==> src/rtl/mbs_pkg.sv <==
// Shared types, constants and the control program of the median-by-sorting block.
package mbs_pkg;

    localparam int unsigned MAX_ITEMS_DEF = 128;
    localparam int unsigned DATA_W        = 32;
    localparam int unsigned PC_W          = 4;

    typedef logic [PC_W-1:0] pc_t;

    // Program step addresses
    localparam pc_t PC_LOAD    = 4'd0;
    localparam pc_t PC_PASS    = 4'd1;
    localparam pc_t PC_PRIME   = 4'd2;
    localparam pc_t PC_INNER   = 4'd3;
    localparam pc_t PC_FIN     = 4'd4;
    localparam pc_t PC_MED_A   = 4'd5;
    localparam pc_t PC_MED_B   = 4'd6;
    localparam pc_t PC_MED_OUT = 4'd7;
    localparam pc_t PC_BACK    = 4'd8;

    typedef enum logic [2:0] {
        RD_ZERO,
        RD_ONE,
        RD_NEXT,
        RD_LOWER,
        RD_MID
    } rd_sel_t;

    typedef enum logic [2:0] {
        JC_NONE,
        JC_ALWAYS,
        JC_NOT_LAST,
        JC_LIM_LT2,
        JC_MORE,
        JC_OUT_BUSY
    } jcond_t;

    typedef struct packed {
        logic    load_en;
        logic    k_clr;
        logic    carry_ld;
        logic    sort_step;
        logic    pass_end;
        logic    med_first;
        logic    med_out;
        rd_sel_t rd_sel;
        jcond_t  jc;
        pc_t     target;
    } ucode_t;

    typedef struct packed {
        logic beat_last;
        logic lim_lt2;
        logic more;
        logic out_busy;
    } seq_status_t;

    function automatic ucode_t ucode_rom(input pc_t pc);
        ucode_t w;
        w        = '0;
        w.rd_sel = RD_ZERO;
        w.jc     = JC_NONE;
        w.target = PC_LOAD;
        case (pc)
            PC_LOAD: begin
                w.load_en = 1'b1;
                w.jc      = JC_NOT_LAST;
                w.target  = PC_LOAD;
            end
            PC_PASS: begin
                w.k_clr  = 1'b1;
                w.rd_sel = RD_ZERO;
                w.jc     = JC_LIM_LT2;
                w.target = PC_MED_A;
            end
            PC_PRIME: begin
                w.carry_ld = 1'b1;
                w.rd_sel   = RD_ONE;
            end
            PC_INNER: begin
                w.sort_step = 1'b1;
                w.rd_sel    = RD_NEXT;
                w.jc        = JC_MORE;
                w.target    = PC_INNER;
            end
            PC_FIN: begin
                w.pass_end = 1'b1;
                w.jc       = JC_ALWAYS;
                w.target   = PC_PASS;
            end
            PC_MED_A: begin
                w.rd_sel = RD_LOWER;
            end
            PC_MED_B: begin
                w.med_first = 1'b1;
                w.rd_sel    = RD_MID;
            end
            PC_MED_OUT: begin
                w.med_out = 1'b1;
                w.rd_sel  = RD_MID;
                w.jc      = JC_OUT_BUSY;
                w.target  = PC_MED_OUT;
            end
            PC_BACK: begin
                w.jc     = JC_ALWAYS;
                w.target = PC_LOAD;
            end
            default: begin
                w.jc     = JC_ALWAYS;
                w.target = PC_LOAD;
            end
        endcase
        return w;
    endfunction

endpackage

==> src/rtl/mbs_seq.sv <==
// Microcode sequencer: step counter, control ROM and conditional jumps.
module mbs_seq (
    input  logic                aclk,
    input  logic                aresetn,
    input  mbs_pkg::seq_status_t st,
    output mbs_pkg::ucode_t     uc
);

    mbs_pkg::pc_t pc_reg;
    mbs_pkg::pc_t pc_next;
    logic         take;

    assign uc = mbs_pkg::ucode_rom(pc_reg);

    always_comb begin
        case (uc.jc)
            mbs_pkg::JC_NONE:     take = 1'b0;
            mbs_pkg::JC_ALWAYS:   take = 1'b1;
            mbs_pkg::JC_NOT_LAST: take = !st.beat_last;
            mbs_pkg::JC_LIM_LT2:  take = st.lim_lt2;
            mbs_pkg::JC_MORE:     take = st.more;
            mbs_pkg::JC_OUT_BUSY: take = st.out_busy;
            default:              take = 1'b1;
        endcase
        pc_next = take ? uc.target : mbs_pkg::pc_t'(pc_reg + 1'b1);
    end

    always_ff @(posedge aclk) begin
        if (!aresetn) begin
            pc_reg <= mbs_pkg::PC_LOAD;
        end else begin
            pc_reg <= pc_next;
        end
    end

endmodule

==> config.mk <==
export PLATFORM = sky130hd
export DESIGN_NAME = mbs_seq
export DESIGN_NICKNAME = d
export VERILOG_FILES = /design/src/rtl/mbs_pkg.sv /design/src/rtl/mbs_seq.sv
export SDC_FILE = /design/constraint.sdc
export NUM_CORES = 1
export LEC_CHECK = 0
export BUFFER_PORTS_ARGS = -buffer_cell sky130_fd_sc_hd__buf_2
export CORE_MARGIN = 2
export CORE_UTILIZATION = 35
export DETAILED_ROUTE_END_ITERATION = 8
export HOLD_SLACK_MARGIN = 0.08
export SYNTH_ARGS = -nofsm -noshare
export SYNTH_HDL_FRONTEND = slang
export SYNTH_SLANG_ARGS = --single-unit
==> constraint.sdc <==
create_clock -name aclk -period 5 [get_ports aclk]
set_input_delay 0.5 -clock aclk [delete_from_list [all_inputs] [get_ports aclk]]
set_output_delay 0.5 -clock aclk [all_outputs]
set_load 0.01 [all_outputs]
# ---- Yosys cells after proc, flatten, opt, wreduce, memory -nomap -nowiden
# Cells that the tools add are included.
dict set report word_totals {
  reg_bits 4
  input_bits 6
  out_inout_bits 17
  word_cells 29
}
dict set report op_classes {
  add_sub_neg 1
  eq_ne 11
  n_mux 11
  reduce_logical 5
}
# op count
set op_table {}
lappend op_table {{$pmux W7 S6} 1}
lappend op_table {{$eq A4 B3 Y1 const B} 4}
lappend op_table {{$pmux W3 S4} 1}
lappend op_table {{$eq A4 B2 Y1 const B} 2}
lappend op_table {{$mux W1} 7}
lappend op_table {{$eq A3 B2 Y1 const B} 2}
lappend op_table {{$eq A3 B3 Y1 const B} 2}
lappend op_table {{$pmux W1 S5} 1}
lappend op_table {{$add A4 B1 Y4 const B} 1}
lappend op_table {{$eq A4 B1 Y1 const B} 1}
lappend op_table {{$logic_not A4 Y1} 1}
lappend op_table {{$mux W4} 1}
lappend op_table {{$logic_not A3 Y1} 1}
lappend op_table {{$reduce_or A3 Y1} 1}
lappend op_table {{$reduce_or A2 Y1} 1}
lappend op_table {{$logic_not A1 Y1} 1}

# ---- Depth between registers and ports, before layout
# Gate-level depths: netlist (run 1).
dict set report logic_depth {
  word_depth 6
  mapped_depth 7
}

# ---- Least setup slack after synthesis (run 1)
# Ideal clock, no wire load.
dict set report synth_timing {
  kind {register to output}
  start {register pc_reg[0]}
  end {output uc[4] (netlist bit)}
  arrival_ns 1.437
  t_required_ns 4.500
  setup_slack_ns 3.063
  stages_incl_launch_ff 6
  path_cell_list {dfxtp_1 -> inv_1 -> ha_1 -> or4_1 -> and4b_4 -> inv_1}
}
# item line_no
set synth_lines {}
lappend synth_lines {{start: declaration} mbs_seq.sv:9} ;# mbs_pkg::pc_t pc_reg;
lappend synth_lines {{start signal: assignment} mbs_seq.sv:30} ;# pc_reg <= mbs_pkg::PC_LOAD;
lappend synth_lines {{start signal: assignment} mbs_seq.sv:32} ;# pc_reg <= pc_next;
lappend synth_lines {{end: declaration} mbs_seq.sv:6} ;# output mbs_pkg::ucode_t uc

==> results.yml, run 1 <==
cells_and_area:
  final_cells: 101
  syn_to_final_growth_pct: 26.5
  drive_gt1_frac: 0.326
  largest_register_ffs: 4
  fillers: 140
  finalNetCount: 98
  diodes: 0
global_routing:
  grt_max_degree: 14
  overflow: 0
  grt_antenna_before_repair: 0
  grt_pass1_vias: 378
  grt_pass1_wl_um: 1600
  grt.total_usage: 0.148
synthesis:
  ys.flop_type: "dfxtp_1"
  async_reset_ff_frac: 0
  yosysWarnings: 0
  ys_ff_latch: 4
  ys_types: 31
  synth.net_count: 76
  synth.cell_area_sq_um: 468
  synth_edf_count: 0
  syn_inst: 66
  synth_seq_area_share: 0.171
  syn_avg_cell_area_sq_um: 7.09
worst_setup_path:
  cp_max_fo: 5
  startpoint: "pc_reg[0]"
  critPathLaunchType: "flop"
  r2r-start: "pc_reg[0]"
  end_kind: "output pin"
  crit_required_ns: 4.50
  critPathKind: "reg -> out"
  arrival_ns: 1.86
clocking:
  h-tree-depth: 1
  clk_pin_slew_ns: 0.03
  post_cts_buffers: 0
  clkSinkCount: 4
  numCtsBuffers: 3
  clock_path_buffers: 2
  clockRootBuffer: "clkbuf_4"
  post_cts_resized: 0
  cts_tree: "yes"
  clock_latency_ns: 0.23
  hold_buffers: 0
floorplan:
  coreArea_sq_um: 1270
  row_count: 13
  die_w_um: 40.6
  initial_core_util: 0.369
  die_area_sq_um: 1650
  ios: 23
  die_y_um: 40.6
sta:
  skew_ns: 0.000190
  grt_setup_unrepaired: "no"
  fin_crit_ns: 2.36
  setup_viol: 0
  hold_viol: 0
  finalMaxSlewViolations: 0
  timing.setup.tns_ns: 0
  period_share: 0.471
  timing.fmax_mhz: 425
detailed_routing:
  antenna_left: 0
  drtIter0Drc: 11
  wirelength_um: 1070
  avgRoutedWirePerCell_um: 10.6
  vias: 507
  drcViolationCount: 0
  dr.pass1.iters: 4
  drt-vias-per-instance: 5.02
place:
  gp_congestion: 0.788
  placed_cells: 98
  dp_hpwl_um: 857
  portBuffers: 21
worst_hold_path:
  min_from: "aresetn"
  holdCritPathClass: "in -> reg"
pwr:
  vdd_drop_max_uv: 290
  power.density_nw_per_um2: 726
  p_leak_uw: 0.000305
flow_run:
  max-cap-violations: 0
outcome:
  status: "finished clean"
cells in the final DEF, fill, tap and decap left out, types with 3 or more instances in the layout:
| master | count |
|---|---|
| buf_2 | 21 |
| o21ai_0 | 3 |
| ha_1 | 4 |
| clkbuf_4 | 3 |
| dfxtp_1 | 4 |
| and2_1 | 4 |
| inv_1 | 6 |
| nand3_1 | 4 |
| nand2_1 | 3 |
| a21oi_1 | 7 |
| nor2_1 | 4 |
worst max-delay path, cell delays in order (launching register included):
cell	delay, ns
dfxtp_1	0.37
inv_1	0.10
ha_1	0.24
or4_1	0.53
and4b_4	0.23
inv_1	0.05
buf_2	0.11
path summary, 6_finish.rpt:
path / end / slack, ns / depth (start not counted)
setup reg to reg: pc_reg[2] / 2.90 / 7
hold reg to reg: pc_reg[0] / 0.65 / 3
setup / recovery: uc[4] / 2.64 / 6
hold / removal: pc_reg[2] / 0.49 / 2
power breakdown:
part           total (uW)  internal, uW  leakage, uW  switching [uW]
registers            63.8          44.2    0.0000327            19.6
clock network        38.1          26.7    0.0000138            11.4
logic                 328           143     0.000259             185
total                 430           214     0.000305             216
layer usage:
layer  GRT usage  part of all wire  up-vias
li1            -                 -      268
met1       0.201              0.50      224
met2       0.210              0.44       15
met3      0.0389             0.061        0
met4      0.0750                 0        0
met5           0                 0        -
area by class of cell:
| cell class | count | area, sq um | area share |
|---|---|---|---|
| Sequential cell | 4 | 80.1 | 0.135 |
| Inverter | 6 | 22.5 | 0.0381 |
| Timing Repair Buffer | 21 | 105 | 0.178 |
| Multi-Input combinational cell | 52 | 343 | 0.579 |
| Tap cell | 15 | 18.8 | 0.0317 |
| Clock buffer | 3 | 22.5 | 0.0381 |
Yosys cell counts, types with 2 or more instances:
master	n	area share
a21oi_1	7	0.075
and2_1	4	0.053
buf_4	2	0.032
dfxtp_1	4	0.17
ha_1	4	0.11
inv_1	6	0.048
nand2_1	3	0.024
nand2b_1	2	0.027
nand3_1	4	0.043
nor2_1	4	0.032
nor2b_1	2	0.027
nor3_1	2	0.021
o21ai_0	3	0.032
o21ai_1	2	0.021
stage by stage:
stage	power (uW)	util	setup slack (ns)	hold slack [ns]	instance area, sq um
after floorplan	300	-	3.06	0.583	468
after CTS	432	0.466	2.64	0.480	592
after detailed placement	391	0.449	2.90	0.646	569
final	430	0.466	2.64	0.489	592
after global placement	391	0.449	2.91	0.641	569
after global routing	480	0.466	2.55	0.513	592
logic make-up (layout without fill, tap and decap cells):
kind of cell | count (synthesis) | in the layout | synth area share
AO/OA/AOI/OAI | 17 | 17 | 0.238
XOR/XNOR | 1 | 1 | 0.0187
adder cells (fa/ha/maj) | 4 | 4 | 0.107
buffers and inverters | 10 | 30 | 0.0962
flip-flops | 4 | 4 | 0.171
other | 1 | 1 | 0.00801
AND/OR/NAND/NOR | 29 | 29 | 0.361
Note: power is estimated with default switching activity, not from simulation.
==> run 2: changes to the inputs <==
==> constraint.sdc (replaced) <==
create_clock -name aclk -period 2.35 [get_ports aclk]
set_input_delay 0.235 -clock aclk [delete_from_list [all_inputs] [get_ports aclk]]
set_output_delay 0.235 -clock aclk [all_outputs]
set_load 0.01 [all_outputs]
==> results.yml, run 2 (same netlist as run 1, synthesis figures left out) <==
worst_setup_path:
  critPathLaunchType: "flop"
  worst_path_largest_cell_delay_ns: 0.53
  crit_slowest_cell: "or4_1"
  cp_max_fo: 5
  path_common_cell: "inv_1"
  end_kind: "output pin"
  crit_buf_inv: 3
  arrival_ns: 1.83
  critPathKind: "reg -> out"
  crit_required_ns: 2.12
  cp_cell_sequence: "inv_1 > ha_1 > or4_1 > and4b_4 > inv_1 > buf_2"
  cp_top_family: "simple AND/OR/NAND/NOR gates"
cells_and_area:
  finalNetCount: 99
  layout_common_cells: "21 x buf_2, 7 x a21oi_1, 6 x inv_1"
  final_util: 0.472
  fin_area_sq_um: 599
  drive_gt1_frac: 0.333
  largest_register_ffs: 4
  syn_to_final_growth_pct: 28.1
  diodes: 0
  final_common_cell: "buf_2"
  fillers: 126
clocking:
  clk_pin_slew_ns: 0.04
  cts_tree: "yes"
  h-tree-depth: 1
  clock_path_buffers: 2
  clkSinkCount: 4
  post_cts_buffers: 0
  post_cts_resized: 0
  hold_buffers: 0
  numCtsBuffers: 3
  clockRootBuffer: "clkbuf_4"
  clock_latency_ns: 0.23
global_routing:
  grt.total_usage: 0.145
  grt_pass1_vias: 366
  grtUsageMet1: 0.199
  overflow: 0
  grt_busiest_layer: "met2"
  grt_antenna_before_repair: 0
  grt_pass1_wl_um: 1570
  grt_util_met3: 0.0167
  grt_max_degree: 14
  use_met2: 0.230
sta:
  grt_setup_unrepaired: "no"
  timing.setup.tns_ns: 0
  setup_ws_ns: 0.281
  tightest_slew_ns: 0.497
  relSlewSlack: 0.664
  hold_slack_ns: 0.236
  skew_ns: 0.00385
  fin_crit_ns: 2.07
  setup_viol: 0
  timing.fmax_mhz: 483
  period_share: 0.881
  finalMaxSlewViolations: 0
  hold_viol: 0
pwr:
  vdd_drop_max_uv: 834
  p_leak_uw: 0.000311
  power.density_nw_per_um2: 1530
detailed_routing:
  antenna_left: 0
  wirelength_um: 1070
  drt-vias-per-instance: 5.03
  drtIter0Drc: 12
  avgRoutedWirePerCell_um: 10.5
  vias: 513
  drcViolationCount: 0
  dr.pass1.iters: 4
floorplan:
  row_count: 13
  die_y_um: 40.6
  die_area_sq_um: 1650
  ios: 23
  die_w_um: 40.6
  coreArea_sq_um: 1270
  initial_core_util: 0.369
place:
  gp_congestion: 0.822
  placed_area_sq_um: 577
  dp_hpwl_um: 886
  portBuffers: 21
  preCtsSetupSlack_ns: 0.306
outcome:
  status: "finished clean"
flow_run:
  max-cap-violations: 0
worst_hold_path:
  holdCritPathClass: "in -> reg"
run 2: power by group:
part	internal, uW	leakage [uW]	switching (uW)
clock	56.8	0.0000138	24.3
sequential	94.1	0.0000327	39.1
combinational	307	0.000264	395
total	458	0.000311	458
run 2: per-layer routing:
metal,wire [um],part of all wire
met1,517,0.48
met2,489,0.46
met3,67,0.062
met4,0,0
met5,0,0
run 2: cell type report:
class / count / area (sq um) / area share
sequential: 4 / 80.1 / 0.134
tap: 15 / 18.8 / 0.0313
multi-input combinational: 52 / 343 / 0.572
timing repair buffer: 22 / 113 / 0.188
inverter: 6 / 22.5 / 0.0376
clock buffer: 3 / 22.5 / 0.0376
run 2: worst paths after layout:
| path | to | slack (ns) | startpoint | cells past startpoint |
|---|---|---|---|---|
| setup / recovery | uc[4] | 0.28 | pc_reg[0] | 6 |
| hold / removal | pc_reg[2] | 0.24 | aresetn | 2 |
| setup reg to reg | pc_reg[2] | 0.31 | pc_reg[0] | 7 |
| hold reg to reg | pc_reg[1] | 0.61 | pc_reg[3] | 3 |
run 2: worst register-to-register path: cells and delay by family (launching register included):
kind	cells	cell delay, ns
simple gates	2	0.76
compound gates	3	0.56
flops	1	0.36
fa+ha+maj	1	0.23
buf+inv	1	0.09
run 2: metrics by stage:
stage / std cells / power, uW
floorplan: 66 / 638
global placement: 99 / 838
detailed placement: 99 / 834
CTS: 102 / 920
global route: 102 / 1020
finish: 102 / 916
==> run 3: changes to the inputs <==
--- a/config.mk
+++ b/config.mk
@@ -10,6 +10,7 @@
 export CORE_UTILIZATION = 35
 export DETAILED_ROUTE_END_ITERATION = 8
 export HOLD_SLACK_MARGIN = 0.08
+export REMOVE_ABC_BUFFERS = 1
 export SYNTH_ARGS = -nofsm -noshare
 export SYNTH_HDL_FRONTEND = slang
 export SYNTH_SLANG_ARGS = --single-unit
==> results.yml, run 3 (same netlist as run 1, synthesis figures left out) <==
outcome:
  status: "finished clean"
floorplan:
  die_w_um: 40.6
  row_count: 13
  coreArea_sq_um: 1270
  ios: 23
  initial_core_util: 0.369
  die_y_um: 40.6
  die_area_sq_um: 1650
place:
  gp_congestion: 0.795
  portBuffers: 21
  placed_area_sq_um: 577
  preCtsSetupSlack_ns: 0.297
  dp_hpwl_um: 909
clocking:
  clock_path_buffers: 2
  clock_latency_ns: 0.23
  hold_buffers: 0
  post_cts_resized: 0
  clkSinkCount: 4
  clk_pin_slew_ns: 0.04
  numCtsBuffers: 3
  cts_tree: "yes"
  post_cts_buffers: 0
  h-tree-depth: 1
  clockRootBuffer: "clkbuf_4"
cells_and_area:
  fillers: 134
  syn_to_final_growth_pct: 28.1
  final_common_cell: "buf_2"
  diodes: 0
  finalNetCount: 99
  ff_latch_area_sq_um: 80.1
  drive_gt1_frac: 0.333
  layout_common_cells: "21 x buf_2, 7 x a21oi_1, 6 x inv_1"
  multi_input_area_sq_um: 343
  fin_area_sq_um: 599
  largest_register_ffs: 4
sta:
  grt_setup_unrepaired: "no"
  hold_slack_ns: 0.233
  timing.fmax_mhz: 481
  timing.setup.tns_ns: 0
  fin_crit_ns: 2.08
  setup_ws_ns: 0.271
  hold_viol: 0
  skew_ns: 0.00225
  setup_viol: 0
  period_share: 0.885
  finalMaxSlewViolations: 0
detailed_routing:
  drtIter0Drc: 5
  avgRoutedWirePerCell_um: 10.9
  drcViolationCount: 0
  wirelength_um: 1110
  drt-vias-per-instance: 5.02
  vias: 512
  dr.pass1.iters: 4
  antenna_left: 0
pwr:
  vdd_drop_max_uv: 589
  clkPwrFrac: 0.088
  combPwrFrac: 0.766
  intPower_uw: 457
  p_seq_frac: 0.146
  power.density_nw_per_um2: 1530
  power.switching_uw: 459
  swShare: 0.501
  p_leak_uw: 0.000311
flow_run:
  max-cap-violations: 0
global_routing:
  grt_pass1_vias: 407
  overflow: 0
  grt.total_usage: 0.155
  grt_max_degree: 14
  grt_pass1_wl_um: 1670
  grt_antenna_before_repair: 0
worst_setup_path:
  end_kind: "output pin"
  critPathKind: "reg -> out"
  crit_required_ns: 2.12
  cp_max_fo: 5
  worst-r2r-setup-slack_ns: 0.28
  arrival_ns: 1.84
  critPathLaunchType: "flop"
worst_hold_path:
  holdCritPathClass: "in -> reg"
==> run 3: cell counts in the layout (fill, tap and decap cells not counted) <==
Identical to the previous run, type by type.
==> run 3: power groups by stage <==
stage	combinational (uW)	clock, uW	sequential (uW)
finish	702	80.5	134
global route	790	87.4	141
CTS	702	85.3	134
detailed placement	701	0	135
global placement	703	0	135
floorplan	504	0	125
==> run 3: stage by stage <==
| step | util | power (uW) | cells |
|---|---|---|---|
| global route | 0.472 | 1020 | 102 |
| detailed placement | 0.455 | 836 | 99 |
| finish | 0.472 | 916 | 102 |
| global placement | 0.455 | 838 | 99 |
| CTS | 0.472 | 921 | 102 |
| floorplan | - | 628 | 62 |
==> run 3: worst paths after layout <==
kind,from,end,depth (start not counted)
worst max register to register,pc_reg[0],pc_reg[2],7
worst max-delay path,pc_reg[0],uc[4],6
worst min register to register,pc_reg[3],pc_reg[1],3
worst min-delay path,aresetn,pc_reg[2],2
==> run 3: critical path, cell delays in order, from the launching register on <==
cell	delay, ns
dfxtp_1	0.36
inv_1	0.09
ha_1	0.23
or4_1	0.53
and4b_4	0.23
inv_1	0.05
buf_2	0.12
==> run 3: cell type report <==
type,count,share of cell area
clock buffer,3,0.0376
inverter,6,0.0376
multi-input combinational,52,0.572
sequential,4,0.134
tap,15,0.0313
timing repair buffer,22,0.188
==> run 3: routing by layer <==
layer	GRT usage	up-vias	part of all wire
li1	-	268	-
met1	0.206	221	0.47
met2	0.222	21	0.44
met3	0.0333	2	0.069
met4	0.100	0	0.013
met5	0	-	0
